[config.mk]
export PLATFORM = sky130hd
export DESIGN_NAME = unix_time_to_calendar_sexagenary
export DESIGN_NICKNAME = d
export VERILOG_FILES = /design/src/hdl/ut2cal_pkg.sv /design/src/hdl/unix_time_to_calendar_sexagenary.sv
export SDC_FILE = /design/constraint.sdc
export NUM_CORES = 2
export LEC_CHECK = 0
export ABC_AREA = 1
export CAP_MARGIN = 20
export CORE_MARGIN = 2
export CORE_UTILIZATION = 65
export CTS_BUF_LIST = sky130_fd_sc_hd__clkbuf_16
export CTS_CLUSTER_DIAMETER = 30
export DETAILED_ROUTE_END_ITERATION = 10
export DONT_BUFFER_PORTS = 1
export PLACE_DENSITY = 0.83
export SLEW_MARGIN = 20
export SYNTH_ARGS = -nofsm -noshare
export SYNTH_HDL_FRONTEND = slang
export SYNTH_MEMORY_MAX_BITS = 65536
export SYNTH_SLANG_ARGS = --single-unit
[constraint.sdc]
create_clock -name clk_i -period 40.1 [get_ports clk_i]
set_clock_uncertainty 0.2 [all_clocks]
set_input_delay 12.03 -clock clk_i [delete_from_list [all_inputs] [get_ports clk_i]]
set_output_delay 12.03 -clock clk_i [all_outputs]
set_load 0.005 [all_outputs]
[src/hdl/ut2cal_pkg.sv]
package ut2cal_pkg;

  localparam int unsigned NUM_STAGES = 15;
  localparam int unsigned STAGE_W    = 4;

  localparam logic signed [16:0] OFFSET_RESET = 17'sd28800;

  // configuration register indexes
  localparam logic CFG_OFFSET = 1'b0;
  localparam logic CFG_DST_EN = 1'b1;

  // stage codes: UTC date path, then local date path
  localparam logic [STAGE_W-1:0] ST_UMUL   = 4'd0;
  localparam logic [STAGE_W-1:0] ST_USPLIT = 4'd1;
  localparam logic [STAGE_W-1:0] ST_UERA   = 4'd2;
  localparam logic [STAGE_W-1:0] ST_UCENT  = 4'd3;
  localparam logic [STAGE_W-1:0] ST_UQ4    = 4'd4;
  localparam logic [STAGE_W-1:0] ST_UYOE   = 4'd5;
  localparam logic [STAGE_W-1:0] ST_UYMD   = 4'd6;
  localparam logic [STAGE_W-1:0] ST_DST    = 4'd7;
  localparam logic [STAGE_W-1:0] ST_LMUL   = 4'd8;
  localparam logic [STAGE_W-1:0] ST_LSPLIT = 4'd9;
  localparam logic [STAGE_W-1:0] ST_LERA   = 4'd10;
  localparam logic [STAGE_W-1:0] ST_LCENT  = 4'd11;
  localparam logic [STAGE_W-1:0] ST_LQ4    = 4'd12;
  localparam logic [STAGE_W-1:0] ST_LYOE   = 4'd13;
  localparam logic [STAGE_W-1:0] ST_LYMD   = 4'd14;

  // reciprocals: floor(x/d) == (x*M) >> k over the ranges used here
  localparam logic [27:0] RECIP_675  = 28'd203613265;  // k = 37, x < 2^27
  localparam logic [16:0] RECIP_1461 = 17'd91868;      // k = 27, x < 2^16
  localparam logic [12:0] RECIP_60S  = 13'd4370;       // k = 18, x < 3600
  localparam logic [22:0] RECIP_60L  = 23'd4473925;    // k = 28, x < 2^22

  typedef struct packed {
    logic [32:0] utc;
    logic [33:0] x;      // second count, shifted by one day on the local path, never negative
    logic [17:0] q;      // day count of x
    logic [16:0] sod;
    logic [19:0] z;      // days since 0000-03-01
    logic        era5;
    logic [17:0] doe;
    logic [2:0]  wd;
    logic [1:0]  c;
    logic [15:0] doc;
    logic [4:0]  q4;
    logic [8:0]  yoe;
    logic [8:0]  doy;
    logic [11:0] yr;
    logic [3:0]  mo;
    logic [4:0]  dy;
    logic        dst;
    logic [4:0]  hr;
    logic [11:0] rem;
    logic [5:0]  mn;
    logic [5:0]  sc;
    logic [21:0] jdn;
    logic [16:0] idxq;
    logic [5:0]  idx;
    logic [3:0]  branch;
    logic [3:0]  stem;
  } pipe_t;

  function automatic logic [17:0] div_day(input logic [33:0] x);
    logic [54:0] p;
    p = 55'(x[33:7]) * 55'(RECIP_675);
    return p[54:37];
  endfunction

  function automatic logic [2:0] mod7(input logic [20:0] v);
    logic [5:0] s;
    logic [3:0] f;
    s = 6'(v[2:0]) + 6'(v[5:3]) + 6'(v[8:6]) + 6'(v[11:9]) + 6'(v[14:12])
      + 6'(v[17:15]) + 6'(v[20:18]);
    f = 4'(s[5:3]) + 4'(s[2:0]);
    if (f >= 4'd7) f = f - 4'd7;
    return f[2:0];
  endfunction

  // first day of each March-based month
  function automatic logic [8:0] month_start(input logic [3:0] mp);
    logic [8:0] r;
    case (mp)
      4'd0:    r = 9'd0;
      4'd1:    r = 9'd31;
      4'd2:    r = 9'd61;
      4'd3:    r = 9'd92;
      4'd4:    r = 9'd122;
      4'd5:    r = 9'd153;
      4'd6:    r = 9'd184;
      4'd7:    r = 9'd214;
      4'd8:    r = 9'd245;
      4'd9:    r = 9'd275;
      4'd10:   r = 9'd306;
      4'd11:   r = 9'd337;
      default: r = 9'd0;
    endcase
    return r;
  endfunction

  function automatic pipe_t step_split(input pipe_t p, input logic [19:0] base);
    pipe_t n;
    n = p;
    n.sod = 17'(p.x - 34'(p.q) * 34'd86400);
    n.z   = 20'(p.q) + base;
    return n;
  endfunction

  function automatic pipe_t step_era(input pipe_t p);
    pipe_t n;
    n = p;
    n.era5 = (p.z >= 20'd730485);
    n.doe  = 18'(p.z - (n.era5 ? 20'd730485 : 20'd584388));
    n.wd   = mod7(21'(p.z) + 21'd3);
    return n;
  endfunction

  function automatic pipe_t step_cent(input pipe_t p);
    pipe_t n;
    n = p;
    if (p.doe >= 18'd109572)     n.c = 2'd3;
    else if (p.doe >= 18'd73048) n.c = 2'd2;
    else if (p.doe >= 18'd36524) n.c = 2'd1;
    else                         n.c = 2'd0;
    n.doc = 16'(p.doe - 18'(n.c) * 18'd36524);
    return n;
  endfunction

  function automatic pipe_t step_q4(input pipe_t p);
    pipe_t n;
    logic [32:0] m;
    n = p;
    m = 33'(p.doc) * 33'(RECIP_1461);
    n.q4 = m[31:27];
    return n;
  endfunction

  function automatic pipe_t step_yoe(input pipe_t p);
    pipe_t n;
    logic [10:0] dq;
    logic [1:0]  y1;
    n = p;
    dq = 11'(p.doc - 16'(p.q4) * 16'd1461);
    if (dq >= 11'd1095)     y1 = 2'd3;
    else if (dq >= 11'd730) y1 = 2'd2;
    else if (dq >= 11'd365) y1 = 2'd1;
    else                    y1 = 2'd0;
    n.doy = 9'(dq - 11'(y1) * 11'd365);
    n.yoe = 9'(p.c) * 9'd100 + 9'(p.q4) * 9'd4 + 9'(y1);
    return n;
  endfunction

  function automatic pipe_t step_ymd(input pipe_t p);
    pipe_t n;
    logic [3:0] mp;
    n = p;
    mp = 4'd0;
    for (int i = 1; i < 12; i++) begin
      if (p.doy >= month_start(4'(i))) mp = 4'(i);
    end
    n.dy = 5'(p.doy - month_start(mp) + 9'd1);
    n.mo = (mp < 4'd10) ? mp + 4'd3 : mp - 4'd9;
    n.yr = 12'(p.yoe) + (p.era5 ? 12'd2000 : 12'd1600) + ((n.mo <= 4'd2) ? 12'd1 : 12'd0);
    return n;
  endfunction

  // EU rule on the UTC date: switch on the last Sunday at 01:00 UTC
  function automatic pipe_t step_dst(input pipe_t p, input logic signed [16:0] ofs,
                                     input logic st_en);
    pipe_t n;
    logic        past;
    logic [35:0] s;
    n = p;
    past = ((6'(p.dy) + 6'd7 - 6'(p.wd)) >= 6'd32) &&
           ((p.wd != 3'd0) || (p.sod >= 17'd3600));
    n.dst = st_en && (((p.mo >= 4'd4) && (p.mo <= 4'd9)) ||
                      ((p.mo == 4'd3) && past) || ((p.mo == 4'd10) && !past));
    s = {3'b000, p.utc} + {{19{ofs[16]}}, ofs} + (n.dst ? 36'd3600 : 36'd0) + 36'd86400;
    n.x = s[33:0];
    return n;
  endfunction

  function automatic pipe_t pipe_step(input logic [STAGE_W-1:0] k, input pipe_t p,
                                      input logic signed [16:0] ofs, input logic st_en);
    pipe_t       n;
    logic [21:0] y;
    logic [44:0] m45;
    logic [24:0] m25;
    logic [3:0]  b;
    logic [5:0]  r5;
    logic [4:0]  t;
    n = p;
    y = p.jdn + 22'd49;
    case (k)
      ST_UMUL, ST_LMUL: n.q = div_day(p.x);
      ST_USPLIT: n = step_split(p, 20'd719468);
      ST_LSPLIT: n = step_split(p, 20'd719467);  // x carries one extra day
      ST_UERA:   n = step_era(p);
      ST_UCENT:  n = step_cent(p);
      ST_UQ4:    n = step_q4(p);
      ST_UYOE:   n = step_yoe(p);
      ST_UYMD, ST_LYMD: n = step_ymd(p);
      ST_DST:    n = step_dst(p, ofs, st_en);
      ST_LERA: begin
        n = step_era(p);
        n.hr = 5'd0;
        for (int i = 1; i < 24; i++) begin
          if (p.sod >= 17'(i * 3600)) n.hr = 5'(i);
        end
        n.jdn = 22'(p.z) + 22'd1721120;
      end
      ST_LCENT: begin
        n = step_cent(p);
        n.rem = 12'(p.sod - 17'(p.hr) * 17'd3600);
        m45 = 45'(y) * 45'(RECIP_60L);
        n.idxq = m45[44:28];
      end
      ST_LQ4: begin
        n = step_q4(p);
        m25 = 25'(p.rem) * 25'(RECIP_60S);
        n.mn = m25[23:18];
        n.idx = 6'(y - 22'(p.idxq) * 22'd60);
      end
      ST_LYOE: begin
        n = step_yoe(p);
        n.sc = 6'(p.rem - 12'(p.mn) * 12'd60);
        b = 4'((5'(p.hr) + 5'd1) >> 1);
        if (b == 4'd12) b = 4'd0;
        n.branch = b;
        r5 = 6'(p.idx - 6'((11'(p.idx) * 11'd13) >> 6) * 6'd5);
        t = 5'(r5) * 5'd2 + 5'(b);
        if (t >= 5'd10) t = t - 5'd10;
        n.stem = t[3:0];
      end
      default: n = p;
    endcase
    return n;
  endfunction

endpackage

[src/hdl/unix_time_to_calendar_sexagenary.sv]
// One item per cycle while the output is not stalled.
// Fifteen register stages: the UTC date (for the summer-time rule), then the
// local date; each stage holds until the one after it has room.
// Reset (rst_ni low, asynchronous): pipeline empty, offset 28800 s,
// summer time off.
module unix_time_to_calendar_sexagenary (
  input  logic        clk_i,
  input  logic        rst_ni,
  input  logic        cfg_we_i,
  input  logic        cfg_idx_i,
  input  logic [16:0] cfg_wdata_i,
  input  logic        in_valid_i,
  output logic        in_stall_o,
  input  logic [32:0] unix_utc_seconds_i,
  output logic        out_valid_o,
  input  logic        out_stall_i,
  output logic [11:0] year_o,
  output logic [3:0]  month_o,
  output logic [4:0]  day_of_month_o,
  output logic [4:0]  hour_o,
  output logic [5:0]  minute_o,
  output logic [5:0]  second_o,
  output logic [2:0]  weekday_o,
  output logic [21:0] julian_day_number_o,
  output logic [5:0]  day_cycle_index_o,
  output logic [3:0]  hour_stem_o,
  output logic [3:0]  hour_branch_o,
  output logic        summer_time_active_o
);

  localparam int unsigned N = ut2cal_pkg::NUM_STAGES;

  logic signed [16:0] offset_q;
  logic               dst_en_q;

  ut2cal_pkg::pipe_t entry;
  ut2cal_pkg::pipe_t stg_d [N];
  ut2cal_pkg::pipe_t stg_q [N];
  logic [N-1:0]      vld_q;
  logic [N:0]        rdy;

  always_ff @(posedge clk_i or negedge rst_ni) begin
    if (!rst_ni) begin
      offset_q <= ut2cal_pkg::OFFSET_RESET;
      dst_en_q <= 1'b0;
    end else if (cfg_we_i) begin
      case (cfg_idx_i)
        ut2cal_pkg::CFG_OFFSET: offset_q <= cfg_wdata_i;
        ut2cal_pkg::CFG_DST_EN: dst_en_q <= cfg_wdata_i[0];
        default: ;
      endcase
    end
  end

  always_comb begin
    entry     = '0;
    entry.utc = unix_utc_seconds_i;
    entry.x   = {1'b0, unix_utc_seconds_i};
  end

  assign rdy[N] = !out_stall_i;

  for (genvar s = 0; s < N; s++) begin : g_stage
    assign rdy[s] = !vld_q[s] || rdy[s+1];

    if (s == 0) begin : g_first
      assign stg_d[s] = ut2cal_pkg::pipe_step(ut2cal_pkg::STAGE_W'(s), entry,
                                              offset_q, dst_en_q);
      always_ff @(posedge clk_i or negedge rst_ni) begin
        if (!rst_ni) vld_q[s] <= 1'b0;
        else if (rdy[s]) vld_q[s] <= in_valid_i;
      end
    end else begin : g_rest
      assign stg_d[s] = ut2cal_pkg::pipe_step(ut2cal_pkg::STAGE_W'(s), stg_q[s-1],
                                              offset_q, dst_en_q);
      always_ff @(posedge clk_i or negedge rst_ni) begin
        if (!rst_ni) vld_q[s] <= 1'b0;
        else if (rdy[s]) vld_q[s] <= vld_q[s-1];
      end
    end

    always_ff @(posedge clk_i) begin
      if (rdy[s]) stg_q[s] <= stg_d[s];
    end
  end

  assign in_stall_o           = !rdy[0];
  assign out_valid_o          = vld_q[N-1];
  assign year_o               = stg_q[N-1].yr;
  assign month_o              = stg_q[N-1].mo;
  assign day_of_month_o       = stg_q[N-1].dy;
  assign hour_o               = stg_q[N-1].hr;
  assign minute_o             = stg_q[N-1].mn;
  assign second_o             = stg_q[N-1].sc;
  assign weekday_o            = stg_q[N-1].wd;
  assign julian_day_number_o  = stg_q[N-1].jdn;
  assign day_cycle_index_o    = stg_q[N-1].idx;
  assign hour_stem_o          = stg_q[N-1].stem;
  assign hour_branch_o        = stg_q[N-1].branch;
  assign summer_time_active_o = stg_q[N-1].dst;

  a_time_range: assert property (@(posedge clk_i) disable iff (!rst_ni)
    out_valid_o |-> (hour_o < 5'd24) && (minute_o < 6'd60) && (second_o < 6'd60))
    else $error("time of day out of range");

  a_cycle_range: assert property (@(posedge clk_i) disable iff (!rst_ni)
    out_valid_o |-> (weekday_o < 3'd7) && (day_cycle_index_o < 6'd60) &&
                    (hour_branch_o < 4'd12) && (hour_stem_o < 4'd10))
    else $error("weekday or cycle index out of range");

  a_stem_parity: assert property (@(posedge clk_i) disable iff (!rst_ni)
    out_valid_o |-> (hour_stem_o[0] == hour_branch_o[0]))
    else $error("stem and branch parity differ");

endmodule

# Yosys cells after proc, flatten, opt, wreduce, memory -nomap -nowiden
# Memory sizes are Yosys's and may differ from the RTL's.
# Cells that the tools add are included.
# op_classes
n_addsub,61
mul,21
order_cmp,70
n_eq_ne,3
mux,100
bitwise,1
n_reduce_logical,44
# op_table
cell,n
$ge 17x16->1 const B,9
$mux 5,22
$mux 4,24
$ge 17x15->1 const B,5
$ge 17x17->1 const B,5
$ge 18x17->1 const B,4
$ge 9x8->1 const B,8
$mul 16x15->30 const B,2
$mul 27x28->55 const B,1
$ge 9x9->1 const B,6
$mul 26x28->54 const B,1
$mul 22x23->45 const B,1
$add 20x2->21 const B,2
$add 18x20->20 const B,2
$ge 20x20->1 const B,2
$mux 1,39
$add 6x3->6,6
$ge 18x16->1 const B,2
$ge 9x7->1 const B,4
$mul 18x10->10 const B,2
$mux 18,2
$sub 18x18->18,2
$add 34x13->34,1
$add 34x17->34,1
62 further kinds,147
# totals
register_bits,33
ramBits,4335
mem_bits_ro,288
input_bits,56
word_cells,320
memories,3
# memory_table
memory,depth,word_bits,rd,rd_clocked_by_memory_dff,wr,line_no,rtl
stg_q,15,289,15,0,15,unix_time_to_calendar_sexagenary.sv:38,ut2cal_pkg::pipe_t stg_q [N];
(no name shown),16,9,1,0,0,ut2cal_pkg.sv:83,case (mp)
(no name shown),16,9,1,0,0,ut2cal_pkg.sv:83,

# Longest topological paths before layout
# An unclocked memory read counts as a cell.
# logic_depth
word_depth,25
ltp_mapped,35
mapped_depth_nobuf,35

# Least setup slack after synthesis
# No wires, ideal clock.
# synth_timing
kind,input -> output
startpoint,input port out_stall_i
endpoint,output port in_stall_o
t_arrival_ns,21.478
required_ns,27.870
path_slack_ns,6.392
cell_stages,26
path_buffers,0
path_cell_list,nand2_2 > nor2_2 > inv_2 > nor2_2 > inv_2 > nor2_2 > inv_2 > nor2_2 > inv_2 > nor2_2 > inv_2 > nor2_2 > inv_2 > nor2_2 > inv_2 > nor2_2 > inv_2 > nor2_2 > inv_2 > nor2_2 > inv_2 > nor2_4 > nand2_4 > nor2_4 > nand2_2 > inv_2
# synth_via
elab_chain_cells,17
# synth_lines
item,line_no,rtl
from (decl),unix_time_to_calendar_sexagenary.sv:16,"input logic out_stall_i,"
$logic_not 1->1,unix_time_to_calendar_sexagenary.sv:61,assign rdy[N] = !out_stall_i;
$logic_or 1x1->1 (2 in a row),unix_time_to_calendar_sexagenary.sv:64,assign rdy[s] = !vld_q[s] || rdy[s+1];
via rdy[13],unix_time_to_calendar_sexagenary.sv:40,logic [N:0] rdy;
$logic_or 1x1->1,unix_time_to_calendar_sexagenary.sv:64,
via rdy[12],unix_time_to_calendar_sexagenary.sv:40,
$logic_or 1x1->1,unix_time_to_calendar_sexagenary.sv:64,
via rdy[11],unix_time_to_calendar_sexagenary.sv:40,
$logic_or 1x1->1,unix_time_to_calendar_sexagenary.sv:64,
via rdy[10],unix_time_to_calendar_sexagenary.sv:40,
[... 1 more ...],-,
via rdy[9],unix_time_to_calendar_sexagenary.sv:40,
[... 1 more ...],-,
via rdy[8],unix_time_to_calendar_sexagenary.sv:40,
[... 1 more ...],-,
via rdy[7],unix_time_to_calendar_sexagenary.sv:40,
[... 1 more ...],-,
via rdy[6],unix_time_to_calendar_sexagenary.sv:40,
$logic_or 1x1->1,unix_time_to_calendar_sexagenary.sv:64,
via rdy[5],unix_time_to_calendar_sexagenary.sv:40,
$logic_or 1x1->1,unix_time_to_calendar_sexagenary.sv:64,
via rdy[4],unix_time_to_calendar_sexagenary.sv:40,
$logic_or 1x1->1 (2 in a row),unix_time_to_calendar_sexagenary.sv:64,
via rdy[2],unix_time_to_calendar_sexagenary.sv:40,
$logic_or 1x1->1 (2 in a row),unix_time_to_calendar_sexagenary.sv:64,
$logic_not 1->1,unix_time_to_calendar_sexagenary.sv:87,assign in_stall_o = !rdy[0];
to (decl),unix_time_to_calendar_sexagenary.sv:13,"output logic in_stall_o,"
# The timed path passes the listed nets, and every way through them passes these cells.

# Final worst setup path
# Ends and elaborated chain as after synthesis.

==> flow_summary.ini <==
[die]
die_w_um = 351
die_area_mm2 = 0.123
coreArea_mm2 = 0.120
ios = 136
rows = 127
die_y_um = 351
start_util_pct = 65.4

[worst_setup_path]
start_kind = primary input
cpMostUsedCell = inv_2
path_class = primary input to output port
critPathMaxStageDelay_ps = 700
cp.required_ps = 27870
cp_slowest_cell = nand2_4
r2r_setup_slack_ps = 31220
crit_path_end_kind = output port
crit_arrival_ps = 19050
cp_max_fo = 66
worst-r2r-cell-count = 30
r2r_end = stg_q[0][569]$_DFFE_PP_
rr_startpoint = out_valid_o$_DFFE_PN0P_

[route]
vias = 50300
drc = 0
ant_nets = 0
avgViaCountPerCell = 5.59
dr.pass1.iters = 6
drt-total-wl_um = 173000
drtIter0Drc = 3271
wl_per_cell_um = 19.2

[synth]
synthAdderAreaFrac_pct = 40.8
yosysSeqAreaShare_pct = 33.9
synthArstFlopShare_pct = 3.71
ys_top_cells_by_area = edfxtp_1 33%, ha_1 22%, fa_1 19%
yosys.area.top_type_share_pct = 32.8
synth-edff-count = 856
yosys.area_share.simple_pct = 6.10
synth-seq-cells = 889
netlist_area_mm2 = 0.0783
ys_warn_count = 0
synth_top_family_by_area = adder cells
synth_xor_area_share_pct = 4.54
synth_compound_area_share_pct = 6.21
syn_inst = 7129
yosysUniqueCellTypes = 61
yosysTopAreaCell = edfxtp_1
synth_nets = 9300
synth_mux_area_share_pct = 0.187
synthFlopType = edfxtp_1
syn_area_per_cell_um2 = 11.0

[timing]
setup_viol = 0
timing.final.crit_share_pct = 78.0
worst_pin_slew_ps = 1060
fin_crit_ps = 31280
finalHoldViolCount = 0
fmax_ghz = 0.0320
relSlewSlack_pct = 29.1
rsz0062_at_grt = false
slew_violations = 0
finalSetupTns_ps = 0

[global_route]
grt_max_degree = 68
overflow = 0
track_usage_pct = 29.1
grt_pass1_vias = 53700
grt_first_pass_wirelength_um = 279000
antenna_found_initial = 15

[min_path]
min_from = stg_q[1][1322]$_DFFE_PP_
min_path_type = flip-flop to flip-flop
hold_end = stg_q[1][1611]$_DFFE_PP_
hold_path_depth = 0

[finish]
fin_nets = 9433
drive_above_1_share_pct = 4.20
syn_to_final_growth_pct = 8.73

[run]
drv_cap = 0

[cts]
insertion_delay_ps = 740
cts_resized = 0
cts_tree = done
htreeDepth = 4
cts-buffers-inserted = 133
clockBufferDepth = 3
path_clk_slew_ps = 50
clock_sinks = 889
ctsHoldBuffers = 0
cts_setup_buffers = 0
cts_root_buffer = clkbuf_16

[outcome]
outcome = completed

[placed_design]
place.gp.congestion = 1.01
portBuffers = 0
place_hpwl_um = 135000
-- cells in the final DEF, fill, tap and decap left out, drive strengths merged, types with 7 or more instances in the layout --
cell	count
clkinv	41
edfxtp	856
a31oi	39
nor4	21
clkbuf	133
dfrtp	29
nand4	44
o21bai	36
a21o	19
or2	11
o21ai	209
a21boi	11
o311ai	7
nand2	570
fa	726
buf	15
inv	1746
bufinv	16
nor2	307
a21oi	403
o31ai	14
nand3	120
nor3	46
xor2	274
a211oi	18
o211ai	21
o221ai	9
xnor2	132
o21a	20
clkinvlp	12
ha	1389
mux2	13
-- flip-flops by register name (all words and copies together), names as in the netlist --
name / flops
stg_q: 856
offset_q: 17
vld_q: 14
out_valid_o: 1
dst_en_q: 1
-- synthesized netlist by cell type, types with 7 or more instances --
library cell,number
nand2_1,567
edfxtp_1,856
a211oi_1,18
o311ai_0,7
ha_1,1389
a21o_1,19
xor2_1,274
dfrtp_1,29
o221ai_1,9
nor2_1,295
o211ai_1,21
mux2_2,13
a31oi_1,39
nor4_1,21
a21oi_1,403
clkbuf_1,11
xnor2_1,132
or2_2,10
nor3_1,45
inv_2,11
fa_1,726
o31ai_1,14
inv_1,1690
o21ai_0,203
o21bai_1,36
a21boi_0,10
nand4_1,44
nand3_1,120
o21a_1,20
nor2_2,10
-- cell families after synthesis --
kind of cell / Yosys count
fa+ha+maj: 2115
buf+inv: 1719
simple gates: 1136
flops: 889
compound gates: 849
xor+xnor: 406
mux: 13
other cells: 2
-- critical path: cells and delay by family --
| family | cells | cell delay, ps |
|---|---|---|
| buffers and inverters | 15 | 5040 |
| and+or+nand+nor | 15 | 1850 |
-- final cells by class --
class / instances / area, µm²
Antenna cell: 6 / 15.0
Clock buffer: 133 / 3330
Clock inverter: 113 / 1430
Fill cell: 7962 / 34600
Inverter: 1702 / 6390
Multi-Input combinational cell: 4521 / 45300
Sequential cell: 889 / 26500
Tap cell: 1612 / 2020
Timing Repair Buffer: 15 / 113
-- how the worst max path moves through the flow --
stage                 from          to  slack, ps  cells past startpoint
2_1_floorplan  out_stall_i  in_stall_o       6390                     26
3_3_place_gp   out_stall_i  in_stall_o       8930                     30
3_5_place_dp   out_stall_i  in_stall_o       8720                     30
4_1_cts        out_stall_i  in_stall_o       8670                     30
5_1_grt        out_stall_i  in_stall_o       7960                     30
6_report       out_stall_i  in_stall_o       8820                     30
-- through the flow --
step	hold slack, ps	utilization [%]	std cells	setup slack (ps)	instance area (µm²)
after floorplan	200	-	7129	6390	78300
after global placement	200	67.1	8739	8930	80300
after detailed placement	205	67.1	8739	8720	80300
after CTS	191	71.1	8985	8670	85100
after global routing	201	71.1	8987	7960	85100
final	193	71.1	8991	8820	85100
-- per-layer routing --
layer | track usage [%] | routed length (µm) | vias up
met2 | 50.4 | 85700 | 1700
met4 | 9.77 | 5620 | 10
met5 | 0 | 70 | -
met1 | 36.6 | 69200 | 24400
met3 | 5.70 | 12000 | 394
li1 | - | - | 23800
Power is not shown: default switching activity piles up to over one toggle a cycle in this logic, so the estimate is an artifact.
